$ cat src/rtl/atss_pkg.sv
// ----------------------------------------------------------------------------
// atss_pkg: shared types and constants for the aspect target selector
// Field widths, reset values, register indexes, turret commands and the
// reciprocal used for the offset scaling.
// ----------------------------------------------------------------------------
package atss_pkg;

  // Field widths of the particle report and the frame result.
  localparam int BOX_W_BITS  = 10;
  localparam int BOX_H_BITS  = 9;
  localparam int CX_BITS     = 10;
  localparam int INDEX_BITS  = 8;
  localparam int OFFSET_BITS = 10;
  localparam int CMD_BITS    = 2;
  localparam int CFG_BITS    = 10;
  localparam int DIST_BITS   = 12;

  // Default frame capacity.
  localparam int MAX_PARTICLES_DEF = 256;

  // Register file.
  localparam int APB_ADDR_BITS = 3;
  localparam int APB_DATA_BITS = 32;
  localparam logic [CFG_BITS-1:0] IMAGE_WIDTH_RST = 10'd320;
  localparam logic [CFG_BITS-1:0] MARGIN_RST      = 10'd16;

  typedef enum logic [0:0] {
    REG_IMAGE_WIDTH = 1'b0,
    REG_MARGIN      = 1'b1
  } reg_idx_t;

  // Turret commands.
  typedef enum logic [CMD_BITS-1:0] {
    CMD_HOLD  = 2'd0,
    CMD_LEFT  = 2'd1,
    CMD_RIGHT = 2'd2
  } cmd_t;

  // Division by 47 as a multiply by ceil(2^21/47) and a shift. The scaled
  // magnitude is below 2^15, where this gives the exact floor quotient.
  localparam int MAG_BITS    = 15;
  localparam int RECIP_BITS  = 16;
  localparam int RECIP_SHIFT = 21;
  localparam int PROD_BITS   = MAG_BITS + RECIP_BITS;
  localparam int QUOT_BITS   = PROD_BITS - RECIP_SHIFT;
  localparam logic [RECIP_BITS-1:0] RECIP_47 = 16'd44621;

  // Frame result handed from the selector to the offset stage.
  typedef struct packed {
    logic [INDEX_BITS-1:0] pos;
    logic [CX_BITS-1:0]    center;
    logic                  found;
  } frame_res_t;

endpackage

$ cat src/rtl/atss_if.sv
// ----------------------------------------------------------------------------
// atss_if: request channels of the aspect target selector
// Particle report channel and frame result channel, valid/ready handshake.
// ----------------------------------------------------------------------------
interface atss_in_if;
  import atss_pkg::*;

  logic                  valid;
  logic                  ready;
  logic [BOX_W_BITS-1:0] box_width;
  logic [BOX_H_BITS-1:0] box_height;
  logic [CX_BITS-1:0]    center_x;
  logic                  last_particle;
  logic                  empty_frame;

  modport source (
    output valid, box_width, box_height, center_x, last_particle, empty_frame,
    input  ready
  );
  modport sink (
    input  valid, box_width, box_height, center_x, last_particle, empty_frame,
    output ready
  );
endinterface

interface atss_out_if;
  import atss_pkg::*;

  logic                          valid;
  logic                          ready;
  logic [INDEX_BITS-1:0]         best_index;
  logic signed [OFFSET_BITS-1:0] offset_q4;
  logic [CMD_BITS-1:0]           command;
  logic                          found;

  modport source (
    output valid, best_index, offset_q4, command, found,
    input  ready
  );
  modport sink (
    input  valid, best_index, offset_q4, command, found,
    output ready
  );
endinterface

$ cat src/rtl/atss_cfg.sv
// ----------------------------------------------------------------------------
// atss_cfg: configuration registers
// APB-style register file holding the image width and the steering margin.
// ----------------------------------------------------------------------------
module atss_cfg (
  input  logic                               clk,
  input  logic                               rst_n,
  input  logic                               psel,
  input  logic                               penable,
  input  logic                               pwrite,
  input  logic [atss_pkg::APB_ADDR_BITS-1:0] paddr,
  input  logic [atss_pkg::APB_DATA_BITS-1:0] pwdata,
  output logic [atss_pkg::APB_DATA_BITS-1:0] prdata,
  output logic                               pready,
  output logic [atss_pkg::CFG_BITS-1:0]      image_width,
  output logic [atss_pkg::CFG_BITS-1:0]      margin_q4
);
  import atss_pkg::*;

  logic [CFG_BITS-1:0] image_width_r;
  logic [CFG_BITS-1:0] margin_r;
  reg_idx_t            reg_idx;

  assign reg_idx     = reg_idx_t'(paddr[2]);
  assign pready      = 1'b1;
  assign image_width = image_width_r;
  assign margin_q4   = margin_r;

  // Register writes complete in the access phase.
  always_ff @(posedge clk) begin
    if (!rst_n) begin
      image_width_r <= IMAGE_WIDTH_RST;
      margin_r      <= MARGIN_RST;
    end else if (psel && penable && pwrite && pready) begin
      unique case (reg_idx)
        REG_IMAGE_WIDTH: image_width_r <= pwdata[CFG_BITS-1:0];
        REG_MARGIN:      margin_r      <= pwdata[CFG_BITS-1:0];
      endcase
    end
  end

  // Read data decode.
  always_comb begin
    unique case (reg_idx)
      REG_IMAGE_WIDTH: prdata = APB_DATA_BITS'(image_width_r);
      REG_MARGIN:      prdata = APB_DATA_BITS'(margin_r);
    endcase
  end

endmodule

$ cat src/rtl/atss_select.sv
// ----------------------------------------------------------------------------
// atss_select: particle selection
// Registers each particle report, compares its aspect distance against the
// stored best by cross-multiplication and hands a frame result onward.
// ----------------------------------------------------------------------------
module atss_select #(
  parameter int MAX_PARTICLES = atss_pkg::MAX_PARTICLES_DEF
) (
  input  logic                 clk,
  input  logic                 rst_n,
  atss_in_if.sink              in_bus,
  output logic                 res_valid,
  input  logic                 res_ready,
  output atss_pkg::frame_res_t res
);
  import atss_pkg::*;

  localparam int CNT_BITS = $clog2(MAX_PARTICLES + 1);
  localparam int PRODUCT_BITS = DIST_BITS + BOX_H_BITS;

  // Input register.
  logic                  s1_valid_r;
  logic [BOX_W_BITS-1:0] s1_w_r;
  logic [BOX_H_BITS-1:0] s1_h_r;
  logic [CX_BITS-1:0]    s1_cx_r;
  logic                  s1_last_r;
  logic                  s1_empty_r;

  // Frame state.
  logic [CNT_BITS-1:0]   cnt_r;
  logic [INDEX_BITS-1:0] best_pos_r;
  logic [DIST_BITS-1:0]  best_dist_r;
  logic [BOX_H_BITS-1:0] best_h_r;
  logic [CX_BITS-1:0]    best_cx_r;

  // Result register.
  logic       res_valid_r;
  frame_res_t res_r;

  logic                    frame_end;
  logic                    res_free;
  logic                    s1_done;
  logic                    res_load;
  logic [DIST_BITS-1:0]    dist_a;
  logic [DIST_BITS-1:0]    dist_b;
  logic [DIST_BITS-1:0]    dist_abs;
  logic [PRODUCT_BITS-1:0] prod_best;
  logic [PRODUCT_BITS-1:0] prod_new;
  logic                    in_range;
  logic                    take;
  logic                    keep;
  logic [INDEX_BITS-1:0]   pos_new;
  logic [CX_BITS-1:0]      cx_new;

  // Handshake: a frame end waits for room in the result register.
  assign frame_end     = s1_last_r || s1_empty_r;
  assign res_free      = !res_valid_r || res_ready;
  assign s1_done       = s1_valid_r && (!frame_end || res_free);
  assign res_load      = s1_done && frame_end;
  assign in_bus.ready  = !s1_valid_r || s1_done;
  assign res_valid     = res_valid_r;
  assign res           = res_r;

  // Aspect distance |3w - 4h| and the cross products.
  always_comb begin
    dist_a    = DIST_BITS'({s1_w_r, 1'b0}) + DIST_BITS'(s1_w_r);
    dist_b    = DIST_BITS'({s1_h_r, 2'b00});
    dist_abs  = (dist_a >= dist_b) ? (dist_a - dist_b) : (dist_b - dist_a);
    prod_best = PRODUCT_BITS'(best_dist_r) * PRODUCT_BITS'(s1_h_r);
    prod_new  = PRODUCT_BITS'(dist_abs) * PRODUCT_BITS'(best_h_r);
  end

  // Keep decision; a zero height ranks worst and ties go to the newer one.
  always_comb begin
    in_range = cnt_r < CNT_BITS'(MAX_PARTICLES);
    if (cnt_r == '0) begin
      take = 1'b1;
    end else if (s1_h_r == '0) begin
      take = (best_h_r == '0);
    end else if (best_h_r == '0) begin
      take = 1'b1;
    end else begin
      take = prod_best >= prod_new;
    end
    keep    = in_range && take;
    pos_new = keep ? INDEX_BITS'(cnt_r) : best_pos_r;
    cx_new  = keep ? s1_cx_r : best_cx_r;
  end

  // Input register load.
  always_ff @(posedge clk) begin
    if (!rst_n) begin
      s1_valid_r <= 1'b0;
    end else if (in_bus.ready) begin
      s1_valid_r <= in_bus.valid;
    end
  end

  always_ff @(posedge clk) begin
    if (in_bus.valid && in_bus.ready) begin
      s1_w_r     <= in_bus.box_width;
      s1_h_r     <= in_bus.box_height;
      s1_cx_r    <= in_bus.center_x;
      s1_last_r  <= in_bus.last_particle;
      s1_empty_r <= in_bus.empty_frame;
    end
  end

  // Frame state update; a frame end clears it for the next frame.
  always_ff @(posedge clk) begin
    if (!rst_n) begin
      cnt_r       <= '0;
      best_pos_r  <= '0;
      best_dist_r <= '0;
      best_h_r    <= '0;
      best_cx_r   <= '0;
    end else if (s1_done) begin
      if (frame_end) begin
        cnt_r       <= '0;
        best_pos_r  <= '0;
        best_dist_r <= '0;
        best_h_r    <= '0;
        best_cx_r   <= '0;
      end else if (in_range) begin
        cnt_r <= cnt_r + 1'b1;
        if (take) begin
          best_pos_r  <= pos_new;
          best_dist_r <= dist_abs;
          best_h_r    <= s1_h_r;
          best_cx_r   <= s1_cx_r;
        end
      end
    end
  end

  // Result register.
  always_ff @(posedge clk) begin
    if (!rst_n) begin
      res_valid_r <= 1'b0;
    end else if (res_load) begin
      res_valid_r <= 1'b1;
    end else if (res_ready) begin
      res_valid_r <= 1'b0;
    end
  end

  always_ff @(posedge clk) begin
    if (res_load) begin
      res_r.found  <= !s1_empty_r;
      res_r.pos    <= s1_empty_r ? '0 : pos_new;
      res_r.center <= s1_empty_r ? '0 : cx_new;
    end
  end

endmodule

$ cat src/rtl/atss_offset.sv
// ----------------------------------------------------------------------------
// atss_offset: offset scaling and turret command
// Scales (2*cx - image_width) by 16/47 with truncation toward zero,
// saturates it and derives the turret command from the margin.
// ----------------------------------------------------------------------------
module atss_offset (
  input  logic                          clk,
  input  logic                          rst_n,
  input  logic                          res_valid,
  output logic                          res_ready,
  input  atss_pkg::frame_res_t          res,
  input  logic [atss_pkg::CFG_BITS-1:0] image_width,
  input  logic [atss_pkg::CFG_BITS-1:0] margin_q4,
  atss_out_if.source                    out_bus
);
  import atss_pkg::*;

  localparam int DIFF_BITS = CX_BITS + 2;
  localparam int ABS_BITS  = DIFF_BITS - 1;
  localparam int SOFF_BITS = QUOT_BITS + 1;
  localparam int CMP_BITS  = CFG_BITS + 2;
  localparam logic signed [SOFF_BITS-1:0] OFF_MAX = SOFF_BITS'(2**(OFFSET_BITS-1) - 1);
  localparam logic signed [SOFF_BITS-1:0] OFF_MIN = -SOFF_BITS'(2**(OFFSET_BITS-1));

  // Product register.
  logic                  s3_valid_r;
  logic [PROD_BITS-1:0]  s3_prod_r;
  logic                  s3_neg_r;
  logic [INDEX_BITS-1:0] s3_pos_r;
  logic                  s3_found_r;

  // Output register.
  logic                          out_valid_r;
  logic [INDEX_BITS-1:0]         out_index_r;
  logic signed [OFFSET_BITS-1:0] out_offset_r;
  cmd_t                          out_cmd_r;
  logic                          out_found_r;

  logic                        out_free;
  logic                        s3_free;
  logic                        s3_move;
  logic signed [DIFF_BITS-1:0] diff;
  logic                        neg;
  logic [ABS_BITS-1:0]         abs_diff;
  logic [MAG_BITS-1:0]         mag;
  logic [PROD_BITS-1:0]        prod;
  logic [QUOT_BITS-1:0]        quot;
  logic signed [SOFF_BITS-1:0] off_full;
  logic signed [SOFF_BITS-1:0] off_sat;
  logic signed [CMP_BITS-1:0]  off_cmp;
  logic signed [CMP_BITS-1:0]  marg;
  cmd_t                        cmd;

  // Stage handshake.
  assign out_free  = !out_valid_r || out_bus.ready;
  assign s3_free   = !s3_valid_r || out_free;
  assign s3_move   = s3_valid_r && out_free;
  assign res_ready = s3_free;

  // Signed pixel offset, its magnitude times 16, and the reciprocal product.
  always_comb begin
    diff     = $signed({1'b0, res.center, 1'b0}) - $signed(DIFF_BITS'(image_width));
    neg      = res.found && diff[DIFF_BITS-1];
    abs_diff = diff[DIFF_BITS-1] ? ABS_BITS'(-diff) : ABS_BITS'(diff);
    mag      = res.found ? {abs_diff, 4'b0000} : '0;
    prod     = PROD_BITS'(mag) * PROD_BITS'(RECIP_47);
  end

  // Quotient, sign, saturation and the steering compare.
  always_comb begin
    quot     = s3_prod_r[PROD_BITS-1:RECIP_SHIFT];
    off_full = s3_neg_r ? -$signed({1'b0, quot}) : $signed({1'b0, quot});
    if (off_full > OFF_MAX) begin
      off_sat = OFF_MAX;
    end else if (off_full < OFF_MIN) begin
      off_sat = OFF_MIN;
    end else begin
      off_sat = off_full;
    end
    off_cmp = CMP_BITS'(off_sat);
    marg    = $signed(CMP_BITS'(margin_q4));
    cmd     = CMD_HOLD;
    if (off_cmp >= marg) begin
      cmd = CMD_LEFT;
    end
    if (off_cmp <= -marg) begin
      cmd = CMD_RIGHT;
    end
  end

  // Product register.
  always_ff @(posedge clk) begin
    if (!rst_n) begin
      s3_valid_r <= 1'b0;
    end else if (s3_free) begin
      s3_valid_r <= res_valid;
    end
  end

  always_ff @(posedge clk) begin
    if (res_valid && s3_free) begin
      s3_prod_r  <= prod;
      s3_neg_r   <= neg;
      s3_pos_r   <= res.pos;
      s3_found_r <= res.found;
    end
  end

  // Output register.
  always_ff @(posedge clk) begin
    if (!rst_n) begin
      out_valid_r <= 1'b0;
    end else if (out_free) begin
      out_valid_r <= s3_valid_r;
    end
  end

  always_ff @(posedge clk) begin
    if (s3_move) begin
      out_index_r  <= s3_pos_r;
      out_offset_r <= OFFSET_BITS'(off_sat);
      out_cmd_r    <= cmd;
      out_found_r  <= s3_found_r;
    end
  end

  assign out_bus.valid      = out_valid_r;
  assign out_bus.best_index = out_index_r;
  assign out_bus.offset_q4  = out_offset_r;
  assign out_bus.command    = out_cmd_r;
  assign out_bus.found      = out_found_r;

endmodule

$ cat src/rtl/aspect_target_select_steer.sv
// ----------------------------------------------------------------------------
// aspect_target_select_steer: aspect-ratio target selector with steering
// Keeps the particle of a frame closest to a 4:3 aspect ratio and reports
// its index, its scaled horizontal offset and a turret command.
//
//   channel   direction  request
//   in_bus    sink       one particle report, or an empty-frame marker
//   out_bus   source     one frame result, on a last particle or empty frame
//   psel...   APB slave  image_width at 0x0, margin_q4 at 0x4
//
// One particle report is accepted every cycle unless a frame end waits; the
// loop through the stored best (two 12x9 cross products and a compare) is
// combinational. A frame result passes the input, result, product and output
// registers. Reset is synchronous and clears the frame state and all valid
// flags; no memory sweep follows it. A stall on out_bus fills the result
// stages and then holds in_bus ready low only while a frame end is waiting.
// ----------------------------------------------------------------------------
module aspect_target_select_steer #(
  parameter int MAX_PARTICLES = atss_pkg::MAX_PARTICLES_DEF
) (
  input  logic                               clk,
  input  logic                               rst_n,
  atss_in_if.sink                            in_bus,
  atss_out_if.source                         out_bus,
  input  logic                               psel,
  input  logic                               penable,
  input  logic                               pwrite,
  input  logic [atss_pkg::APB_ADDR_BITS-1:0] paddr,
  input  logic [atss_pkg::APB_DATA_BITS-1:0] pwdata,
  output logic [atss_pkg::APB_DATA_BITS-1:0] prdata,
  output logic                               pready
);
  import atss_pkg::*;

  logic [CFG_BITS-1:0] image_width;
  logic [CFG_BITS-1:0] margin_q4;
  logic                res_valid;
  logic                res_ready;
  frame_res_t          res;

  // Configuration registers.
  atss_cfg u_cfg (
    .clk         (clk),
    .rst_n       (rst_n),
    .psel        (psel),
    .penable     (penable),
    .pwrite      (pwrite),
    .paddr       (paddr),
    .pwdata      (pwdata),
    .prdata      (prdata),
    .pready      (pready),
    .image_width (image_width),
    .margin_q4   (margin_q4)
  );

  // Best-particle selection per frame.
  atss_select #(
    .MAX_PARTICLES (MAX_PARTICLES)
  ) u_select (
    .clk       (clk),
    .rst_n     (rst_n),
    .in_bus    (in_bus),
    .res_valid (res_valid),
    .res_ready (res_ready),
    .res       (res)
  );

  // Offset scaling and turret command.
  atss_offset u_offset (
    .clk         (clk),
    .rst_n       (rst_n),
    .res_valid   (res_valid),
    .res_ready   (res_ready),
    .res         (res),
    .image_width (image_width),
    .margin_q4   (margin_q4),
    .out_bus     (out_bus)
  );

endmodule

$ cat src/flat_wrapper.sv
// flat-port wrapper written by rule: the top's interface ports become plain ports
module aspect_target_select_steer_flat import atss_pkg::*;
#(
  parameter int MAX_PARTICLES = atss_pkg::MAX_PARTICLES_DEF
)
  (clk, rst_n, psel, penable, pwrite, paddr, pwdata, prdata, pready, in_bus_valid, in_bus_box_width, in_bus_box_height, in_bus_center_x, in_bus_last_particle, in_bus_empty_frame, in_bus_ready, out_bus_valid, out_bus_best_index, out_bus_offset_q4, out_bus_command, out_bus_found, out_bus_ready);
  atss_in_if in_bus_i ();
  atss_out_if out_bus_i ();
  input  logic clk;
  input  logic rst_n;
  input  logic psel;
  input  logic penable;
  input  logic pwrite;
  input  logic [atss_pkg::APB_ADDR_BITS-1:0] paddr;
  input  logic [atss_pkg::APB_DATA_BITS-1:0] pwdata;
  output logic [atss_pkg::APB_DATA_BITS-1:0] prdata;
  output logic pready;
  input wire logic [$bits(in_bus_i.valid)-1:0] in_bus_valid;
  input wire logic [$bits(in_bus_i.box_width)-1:0] in_bus_box_width;
  input wire logic [$bits(in_bus_i.box_height)-1:0] in_bus_box_height;
  input wire logic [$bits(in_bus_i.center_x)-1:0] in_bus_center_x;
  input wire logic [$bits(in_bus_i.last_particle)-1:0] in_bus_last_particle;
  input wire logic [$bits(in_bus_i.empty_frame)-1:0] in_bus_empty_frame;
  output wire logic [$bits(in_bus_i.ready)-1:0] in_bus_ready;
  output wire logic [$bits(out_bus_i.valid)-1:0] out_bus_valid;
  output wire logic [$bits(out_bus_i.best_index)-1:0] out_bus_best_index;
  output wire logic [$bits(out_bus_i.offset_q4)-1:0] out_bus_offset_q4;
  output wire logic [$bits(out_bus_i.command)-1:0] out_bus_command;
  output wire logic [$bits(out_bus_i.found)-1:0] out_bus_found;
  input wire logic [$bits(out_bus_i.ready)-1:0] out_bus_ready;
  assign in_bus_i.valid = in_bus_valid;
  assign in_bus_i.box_width = in_bus_box_width;
  assign in_bus_i.box_height = in_bus_box_height;
  assign in_bus_i.center_x = in_bus_center_x;
  assign in_bus_i.last_particle = in_bus_last_particle;
  assign in_bus_i.empty_frame = in_bus_empty_frame;
  assign in_bus_ready = in_bus_i.ready;
  assign out_bus_valid = out_bus_i.valid;
  assign out_bus_best_index = out_bus_i.best_index;
  assign out_bus_offset_q4 = out_bus_i.offset_q4;
  assign out_bus_command = out_bus_i.command;
  assign out_bus_found = out_bus_i.found;
  assign out_bus_i.ready = out_bus_ready;
  aspect_target_select_steer #(.MAX_PARTICLES(MAX_PARTICLES)) u_core (.clk(clk), .rst_n(rst_n), .in_bus(in_bus_i), .out_bus(out_bus_i), .psel(psel), .penable(penable), .pwrite(pwrite), .paddr(paddr), .pwdata(pwdata), .prdata(prdata), .pready(pready));
endmodule
$ cat config.mk
export PLATFORM = sky130hd
export DESIGN_NAME = aspect_target_select_steer_flat
export DESIGN_NICKNAME = d
export VERILOG_FILES = /design/src/rtl/atss_pkg.sv /design/src/rtl/atss_if.sv /design/src/rtl/atss_cfg.sv /design/src/rtl/atss_select.sv /design/src/rtl/atss_offset.sv /design/src/rtl/aspect_target_select_steer.sv /design/src/flat_wrapper.sv
export SDC_FILE = /design/constraint.sdc
export NUM_CORES = 1
export LEC_CHECK = 0
export BUFFER_PORTS_ARGS = -buffer_cell sky130_fd_sc_hd__buf_2
export CORE_MARGIN = 2
export CORE_UTILIZATION = 63
export CTS_CLUSTER_DIAMETER = 50
export DETAILED_ROUTE_END_ITERATION = 6
export PLACE_DENSITY_LB_ADDON = 0.08
export SETUP_SLACK_MARGIN = 0.5
export SLEW_MARGIN = 20
export SYNTH_ARGS = -nofsm -noshare
export SYNTH_HDL_FRONTEND = slang
export SYNTH_HIERARCHICAL = 1
export SYNTH_SLANG_ARGS = --single-unit
$ cat constraint.sdc
create_clock -name clk -period 11.76 [get_ports clk]
set_input_delay 1.176 -clock clk [delete_from_list [all_inputs] [get_ports clk]]
set_output_delay 1.176 -clock clk [all_outputs]
set_load 0.01 [all_outputs]
==> results_dict.tcl, run 1 <==
set metrics [dict create \
    antenna_found_initial 0 \
    cp_slowest_cell "edfxtp_1" \
    grt-ovfl-total 0 \
    core_area_sq_um 30500 \
    synthArstFlopShare_pct 0 \
    cts-root-buf "clkbuf_16" \
    die_h_um 180 \
    ys_seq_area_share_pct 21.5 \
    die_area_sq_um 32300 \
    synth_area_per_cell_sq_um 9.57 \
    area_delta_synth_final_pct 6.53 \
    ios 129 \
    post_cts_resized 0 \
    start_util_pct 63.7 \
    crit_path_max_fanout 39 \
    grt_start_max_net_pins 42 \
    max_freq_ghz 0.0929 \
    p_leak_uw 0.0105 \
    hold_slack_ps 416 \
    firstDrtPassIters 5 \
    period_needed_ps 10770 \
    finalSetupTns_ps 0 \
    cts_buffers 17 \
    power.density_nw_per_um2 132 \
    crit_start "u_core/u_select/s1_w_r[0]" \
    vias_per_cell 5.79 \
    utilization_pct 67.8 \
    crit_type "reg -> reg" \
    synth-edff-count 91 \
    io_buffers 81 \
    grt_util_all_layers_pct 27.4 \
    yosysWarnings 6 \
    synth_flop_cell "edfxtp_1" \
    yosysTopAreaCellShare_pct 20.2 \
    numClockSinks 163 \
    ys_ff_latch 163 \
    dp_slack_ps 978 \
    rr_worst_depth 39 \
    netlist.top_cell.by_area "fa_1" \
    worstPathArrival_ps 11090 \
    drc 0 \
    max_slew_margin_pct 28.9 \
    drt_iter0_markers 878 \
    cts_max_path_buffers 2 \
    vias 14400 \
    grt_pass1_wl_um 72100 \
    fill_cells 2480 \
    synth_cell_types 74 \
    cp-end-kind "flop" \
    final_cell_mix "inv_1, ha_1, fa_1" \
    clkTransAtPathRegs_ps 70 \
    htree_levels 4 \
    critPathMaxStageDelay_ps 600 \
    synth.cell_area_sq_um 19400 \
    worstHoldStart "u_core/u_select/res[15]" \
    fin_skew_ps 12.9 \
    hold_viol 0 \
    finalCritPeriodShare_pct 91.6 \
    maxSlewViolCount 0 \
    rsz0062_at_grt "false" \
    yosys-top-cells-area "fa_1, ha_1, edfxtp_1" \
    wl_per_cell_um 17.4 \
    row_count 64 \
    r2r-start "u_core/u_select/s1_w_r[0]" \
    maxCapViolCount 0 \
    setup_ws_ps 993 \
    layout_commonest_cell "inv_1" \
    placed_area_sq_um 20100 \
    antenna_cells 0 \
    crit_required_ps 12080 \
    wl_um 43300 \
    drive_above_1_share_pct 8.10 \
    cts_tree "yes" \
    syn_inst 2031 \
    die_w_um 180 \
    final_antenna_net_count 0 \
    hp-class "reg -> reg" \
    final_area_sq_um 20700 \
    worstMarginPinSlew_ps 1050 \
    grt_pass1_vias 14700 \
    cp-start-kind "flop" \
    finalSetupViolCount 0 \
    peakVddDrop_uv 109 \
    place_congestion 0.929 \
    clkLatencyLatePin_ps 430 \
    num-nets-final 2632 \
    hpwl_um 34400 \
    whs_path_depth 0 \
    status "completed" \
]
==> cells by family after synthesis <==
logic type                 count (synthesis)  share of synthesized area (%)
DFF                                      163                           21.5
xor gates and xnor gates                  83                           3.74
adders and majority gates                474                           38.1
muxes                                     58                           3.07
AOI/OAI and AO/OA                        289                           10.5
other                                      2                         0.0386
buffers and inverters                    390                           8.24
and+or+nand+nor                          572                           14.8
==> critical path: cells and delay by family (launching register included) <==
kind            cells  cell delay (ps)
fa+ha+maj           9             3810
compound gates     14             2960
buf+inv             6             1230
simple gates        6             1090
xor+xnor            3              660
flops               1              600
mux                 1              220
==> path summary, 6_finish.rpt <==
kind	to	slack (ps)
worst max register to register	u_core/u_select/best_dist_r[10]	990
worst min-delay path	u_core/u_offset/s3_pos_r[4]	420
worst max-delay path	u_core/u_select/best_dist_r[10]	990
worst min register to register	u_core/u_offset/s3_pos_r[4]	420
==> power by group <==
part	switching (uW)	total (uW)	internal, uW
Clock	255	548	293
Combinational	901	1490	590
Sequential	41.7	690	649
Total	1200	2730	1530
==> timing repair <==
action / in CTS / in global routing
hold buffers: 0 / 0
setup endpoints to repair: 0 / 57
setup buffers: 0 / 3
==> routing by layer <==
| layer | share of wire [%] | up-vias | global-route usage (%) | routed length, um |
|---|---|---|---|---|
| met2 | 52 | 352 | 50.6 | 22700 |
| li1 | - | 6884 | - | - |
| met1 | 41 | 7141 | 33.6 | 17800 |
| met3 | 4.4 | 60 | 3.30 | 1890 |
| met5 | 0 | - | 0 | 0 |
| met4 | 2.2 | 0 | 7.97 | 954 |
==> registers in the layout, indices dropped and copies added, names as in the netlist, 2 cells and up <==
name,count
u_core/u_cfg/image_width,10
u_core/u_cfg/margin_q4,10
u_core/u_offset/out_bus.best_index,8
u_core/u_offset/out_bus.command,2
u_core/u_offset/out_bus.offset_q4,10
u_core/u_offset/s3_pos_r,8
u_core/u_offset/s3_prod_r,10
u_core/u_select/best_cx_r,10
u_core/u_select/best_dist_r,12
u_core/u_select/best_h_r,9
u_core/u_select/best_pos_r,8
u_core/u_select/cnt_r,9
u_core/u_select/res,19
u_core/u_select/s1_cx_r,10
u_core/u_select/s1_h_r,9
u_core/u_select/s1_w_r,10
==> cells in the mapped netlist (9+ instances only) <==
library cell	instances
clkbuf_1	49
o21bai_1	9
a21o_1	25
o21ai_1	20
fa_1	196
nor2b_1	24
ha_1	278
or3_1	13
mux2_2	11
xnor2_1	49
dfxtp_1	72
mux2i_1	45
o21ai_0	32
buf_4	26
and2_1	122
and3_1	14
nor2_1	83
nand2b_1	17
a31oi_1	12
nand3_1	27
a21oi_1	56
xor2_1	34
a211oi_1	16
a22o_1	39
inv_1	300
nor3_1	27
o211ai_1	9
nand4_1	17
edfxtp_1	91
o21a_1	10
nand2_1	194
==> stage by stage <==
| step | std cells | power (uW) |
|---|---|---|
| 2_1_floorplan | 2052 | 1730 |
| 3_3_place_gp | 2459 | 2140 |
| 3_5_place_dp | 2459 | 2170 |
| 4_1_cts | 2491 | 2730 |
| 5_1_grt | 2494 | 2960 |
| 6_report | 2494 | 2730 |
==> area by class of cell <==
type,instances,area [sq um],area share (%)
Multi-Input combinational cell,1499,13800,66.5
Sequential cell,163,4170,20.2
Inverter,304,1140,5.51
Timing Repair Buffer,100,548,2.65
Tap cell,396,495,2.39
Clock buffer,20,460,2.22
Clock inverter,12,109,0.526
Note: power is estimated with default switching activity, not from simulation.
==> run 2: changes to the inputs <==
Settings changed: RECOVER_POWER set to 50.
==> run 2 against run 1 <==
  * The run now ends with max-capacitance violations, max-slew violations left
  * Maximum frequency up 0.36%
  * Total power about the same
  * Die area unchanged
  * Final cell count unchanged
  * Critical endpoint is now u_core/u_select/best_cx_r[3]
==> results_dict.tcl, run 2 (synthesis gave the netlist of run 1 again) <==
set metrics [dict create \
    status "finished, violations left" \
    violations "max-capacitance violations, max-slew violations" \
    finalSetupTns_ps 0 \
    grt-ovfl-total 0 \
    wl_met2_um 22600 \
    period_needed_ps 10730 \
    rrSetupSlack_ps 1030 \
    htree_levels 4 \
    die_h_um 180 \
    p_leak_uw 0.0104 \
    maxSlewViolCount 85 \
    rsz0062_at_grt "false" \
    cts_max_path_buffers 2 \
    r2r-start "u_core/u_select/s1_w_r[0]" \
    crit_required_ps 12070 \
    die_w_um 180 \
    die_area_sq_um 32300 \
    io_buffers 81 \
    hold_viol 0 \
    hp-class "reg -> reg" \
    cp-end-kind "flop" \
    grt_pass1_wl_um 72100 \
    max_freq_ghz 0.0932 \
    cp-start-kind "flop" \
    clkLatencyLatePin_ps 430 \
    r2r_end "u_core/u_select/best_cx_r[3]" \
    p_sw_uw 1200 \
    power.density_nw_per_um2 132 \
    utilization_pct 67.7 \
    layout_commonest_cell "inv_1" \
    rr_worst_depth 39 \
    max_slew_margin_pct -30.1 \
    area_delta_synth_final_pct 6.30 \
    maxCapViolCount 3 \
    worstPathArrival_ps 11040 \
    cts-hold-fix-buffers 0 \
    vias_per_cell 5.79 \
    cts_tree "yes" \
    routedLengthMet1_um 18000 \
    top_layer "met4" \
    wl_um 43400 \
    ios 129 \
    firstDrtPassIters 5 \
    clkTransAtPathRegs_ps 70 \
    crit_start "u_core/u_select/s1_w_r[0]" \
    fin_skew_ps 12.3 \
    drc 0 \
    peakVddDrop_uv 109 \
    finalSetupViolCount 0 \
    crit_path_end "u_core/u_select/best_cx_r[3]" \
    start_util_pct 63.7 \
    row_count 64 \
    hold_slack_ps 415 \
    num-nets-final 2632 \
    cts_buffers 17 \
    comb_power_share_pct 54.7 \
    clkPwrFrac_pct 20.1 \
    drive_above_1_share_pct 6.77 \
    internal-power_uw 1530 \
    grt_pass1_vias 14700 \
    antenna_found_initial 0 \
    grt_util_all_layers_pct 27.4 \
    vias 14400 \
    core_area_sq_um 30500 \
    crit_type "reg -> reg" \
    cp_slowest_cell "edfxtp_1" \
    final_cell_mix "inv_1, ha_1, fa_1" \
    p_seq_share_pct 25.3 \
    switching_share_pct 43.9 \
    wl_per_cell_um 17.4 \
    met3_length_um 1800 \
    setup_ws_ps 1030 \
    grt_start_max_net_pins 42 \
    antenna_cells 0 \
    cts-root-buf "clkbuf_16" \
    crit_path_max_fanout 39 \
    drt_iter0_markers 931 \
    finalCritPeriodShare_pct 91.2 \
    largest_reg_flops 19 \
    place_congestion 0.929 \
    worstMarginPinSlew_ps 1950 \
    critPathMaxStageDelay_ps 610 \
    hpwl_um 34400 \
    numClockSinks 163 \
    final_antenna_net_count 0 \
    dp_slack_ps 978 \
]
[run 2: cell count changes in the layout (fill, tap and decap cells not counted), sizes merged]
cell	previous run	this run
clkbuf	20	46
buf	100	74
[run 2: power groups by stage]
stage          clock network [uW]  logic [uW]  registers, uW
3_3_place_gp                    0        1430            701
3_5_place_dp                    0        1470            703
2_1_floorplan                   0        1050            676
6_report                      548        1490            690
4_1_cts                       555        1490            690
5_1_grt                       579        1680            694
[run 2: critical path, delay by kind of cell (launching register included)]
family | cells | cell delay, ps
AOI/OAI and AO/OA | 14 | 2960
and+or+nand+nor | 6 | 1060
muxes | 1 | 220
xor gates and xnor gates | 3 | 660
adders and majority gates | 9 | 3790
buffers and inverters | 6 | 1230
DFF | 1 | 610
[run 2: stage by stage]
step                      instances  power (uW)  area (sq um)
after global routing           2494        2960         20700
after global placement         2459        2140         20100
after CTS                      2491        2730         20700
after floorplan                2052        1730         19500
after detailed placement       2459        2170         20100
final                          2494        2730         20700
[run 2: layer usage]
layer,up-vias,global-route usage [%]
met2,375,50.6
met5,-,0
met1,7114,33.6
li1,6888,-
met3,69,3.30
met4,0,7.97
[run 2: area by class of cell]
class,instances,area [sq um]
Multi-Input combinational cell,1499,13800
Fill cell,2495,9850
Sequential cell,163,4170
Inverter,304,1140
Timing Repair Buffer,100,515
Tap cell,396,495
Clock buffer,20,460
Clock inverter,12,109
[run 2: timing repair]
action | CTS | global route
endpoints found under the setup margin | 0 | 57
gates resized for setup | 0 | 0
setup buffers | 0 | 3
[run 2: worst min path at each step]
| stage | start | cells after the start | slack, ps | endpoint |
|---|---|---|---|---|
| after floorplan | u_core/u_offset/s3_pos_r[0] | 0 | 400 | u_core/u_offset/out_bus.best_index[0] |
| after global placement | u_core/u_offset/s3_found_r | 0 | 400 | u_core/u_offset/out_bus.found |
| after detailed placement | u_core/u_offset/s3_pos_r[6] | 0 | 410 | u_core/u_offset/out_bus.best_index[6] |
| after CTS | u_core/u_select/res[15] | 0 | 420 | u_core/u_offset/s3_pos_r[4] |
| after global routing | u_core/u_select/res[15] | 0 | 420 | u_core/u_offset/s3_pos_r[4] |
| final | u_core/u_select/res[15] | 0 | 420 | u_core/u_offset/s3_pos_r[4] |
==> run 3: changes to the inputs <==
Settings changed: ABC_AREA set to 1, CORE_UTILIZATION 63 to 64, SLEW_MARGIN 20 to 5.
==> run 3 against run 2 <==
  * The flow still finishes with violations (max-capacitance violations, max-slew violations)
  * Largest power group unchanged
  * Synthesized cell count up 25%
  * Largest cell class unchanged
  * Clock power up 6.8%
  * Maximum frequency up 1.5%
==> results_dict.tcl, run 3 <==
set metrics [dict create \
    status "finished, violations left" \
    violations "max-capacitance violations, max-slew violations" \
    p_leak_uw 0.0115 \
    dp_slack_ps 1390 \
    htree_levels 4 \
    layout_commonest_cell "nand2_1" \
    vias 16500 \
    synth_flop_cell "edfxtp_1" \
    final_cell_mix "nand2_1, inv_1, ha_1" \
    cts_tree "yes" \
    cts-root-buf "clkbuf_16" \
    worstMarginPinSlew_ps 2120 \
    crit_start "u_core/u_select/s1_w_r[2]" \
    cts_max_path_buffers 2 \
    crit_type "reg -> reg" \
    hp-class "reg -> reg" \
    synth_cell_types 58 \
    fill_cells 2633 \
    worstPathArrival_ps 10810 \
    cts-hold-fix-buffers 0 \
    r2r_end "u_core/u_select/best_dist_r[10]" \
    clkLatencyLatePin_ps 450 \
    fin_skew_ps 12.7 \
    synth_area_per_cell_sq_um 8.05 \
    antenna_found_initial 0 \
    clkTransAtPathRegs_ps 70 \
    ys_seq_area_share_pct 20.5 \
    peakVddDrop_uv 126 \
    wl_per_cell_um 16.1 \
    synthTopCellsByCount "nand2_1, inv_1, ha_1, nor2_1, fa_1" \
    ios 129 \
    yosys.area_share.simple_pct 20.0 \
    maxCapViolCount 2 \
    setup_ws_ps 1190 \
    drive_above_1_share_pct 7.10 \
    synth.most_common_cell "nand2_1" \
    post-cts-setup-buffers 0 \
    crit_path_end "u_core/u_select/best_dist_r[10]" \
    yosysTopAreaCellShare_pct 19.3 \
    grt-ovfl-total 0 \
    hpwl_um 38800 \
    core_area_sq_um 31500 \
    place_congestion 0.955 \
    ys_ff_latch 163 \
    rr_worst_depth 43 \
    critPathMaxStageDelay_ps 700 \
    synthArstFlopShare_pct 0 \
    num-nets-final 3126 \
    hold_viol 0 \
    io_buffers 81 \
    synth_compound_area_share_pct 7.50 \
    finalSetupTns_ps 0 \
    row_count 65 \
    synth-edff-count 91 \
    crit_path_max_fanout 39 \
    vias_per_cell 5.50 \
    wl_um 48100 \
    die_h_um 182 \
    synth-xor-area-share_pct 3.90 \
    worst_path_most_repeated_cell "nand2_1" \
    max_slew_margin_pct -41.5 \
    die_area_sq_um 33200 \
    maxSlewViolCount 64 \
    firstDrtPassIters 7 \
    post_cts_resized 0 \
    period_needed_ps 10570 \
    grt_start_max_net_pins 42 \
    whs_path_depth 0 \
    synth_fa_ha_area_share_pct 36.4 \
    antenna_cells 0 \
    cp-start-kind "flop" \
    numClockSinks 163 \
    crit_required_ps 12000 \
    synth_mux_area_share_pct 0 \
    synth.cell_area_sq_um 20400 \
    max_freq_ghz 0.0946 \
    yosysWarnings 6 \
    netlist.top_cell.by_area "fa_1" \
    drc 0 \
    die_w_um 182 \
    cts_buffers 17 \
    grt_util_all_layers_pct 30.2 \
    largest_reg_flops 19 \
    r2r-start "u_core/u_select/s1_w_r[2]" \
    yosys-top-cells-area "fa_1, ha_1, edfxtp_1" \
    worstHoldStart "u_core/u_offset/s3_pos_r[5]" \
    rsz0062_at_grt "false" \
    final_antenna_net_count 0 \
    grt_pass1_wl_um 80300 \
    finalCritPeriodShare_pct 89.9 \
    power.density_nw_per_um2 144 \
    cp_slowest_cell "nand3_2" \
    start_util_pct 64.7 \
    cp-end-kind "flop" \
    finalSetupViolCount 0 \
    syn_inst 2529 \
    grt_pass1_vias 16800 \
    rrSetupSlack_ps 1190 \
    synth_top_family_by_area "adder cells" \
    area_delta_synth_final_pct 5.69 \
    drt_iter0_markers 962 \
]
## run 3: changes by cell type after synthesis, moves of 23 or more
cell,previous run,this run
mux2i_1,45,0
a22o_1,39,0
nand2_1,194,495
inv_2,4,27
nand3_1,27,137
xor2_1,34,57
and2_1,122,0
a21oi_1,56,142
inv_1,300,479
nand2_2,0,23
nor2_1,83,213
nor2b_1,24,0
## run 3: final cells by class
cell class                      instances  area [sq um]  share of cell area [%]
Clock buffer                           17           425                    1.98
Multi-Input combinational cell       1796         13900                    64.4
Clock inverter                         15           190                   0.884
Inverter                              509          1910                    8.88
Sequential cell                       163          4170                    19.4
Tap cell                              402           503                    2.34
Timing Repair Buffer                   92           452                    2.10
## run 3: routing by layer
metal | vias to the layer above | GRT usage (%) | routed length [um]
met5 | - | 0 | 0
met4 | 0 | 13.0 | 2130
met3 | 126 | 3.67 | 1960
met2 | 452 | 55.9 | 24800
met1 | 7879 | 35.0 | 19300
li1 | 8013 | - | -
## run 3: worst min path at each step
stage / to
after floorplan: u_core/u_offset/out_bus.best_index[0]
after global placement: u_core/u_offset/out_bus.best_index[0]
after detailed placement: u_core/u_offset/out_bus.best_index[0]
after CTS: u_core/u_offset/out_bus.best_index[5]
after global routing: u_core/u_offset/out_bus.best_index[2]
final: u_core/u_offset/out_bus.best_index[5]
## run 3: report_power, final
group	leakage [uW]	switching [uW]	internal [uW]
Combinational	0.00977	1200	627
Sequential	0.00144	35.1	656
Clock	0.000298	262	323
## run 3: cell families (layout without fill, tap and decap cells)
group / after synthesis / after routing
AND/OR/NAND/NOR: 944 / 944
other: 2 / 23
flip-flops: 163 / 163
buffers and inverters: 591 / 633
XOR/XNOR: 89 / 89
AO/OA/AOI/OAI: 266 / 266
adder cells (fa/ha/maj): 474 / 474
## run 3: through the flow
stage	hold slack [ps]	cell area [sq um]	utilization, %	power [uW]	instances
global route	428	21500	68.3	3370	2994
finish	420	21500	68.3	3100	2994
CTS	421	21600	68.5	3110	2994
global placement	403	20900	66.6	2460	2962
detailed placement	405	20900	66.6	2500	2962
floorplan	400	20400	-	2050	2550
## run 3: worst max-delay path: cells and delay by family, from the launching register on
| kind | cells | cell delay [ps] |
|---|---|---|
| AND/OR/NAND/NOR | 17 | 3030 |
| buffers and inverters | 4 | 350 |
| XOR/XNOR | 2 | 630 |
| flip-flops | 1 | 450 |
| adder cells (fa/ha/maj) | 8 | 3350 |
| AO/OA/AOI/OAI | 12 | 2540 |
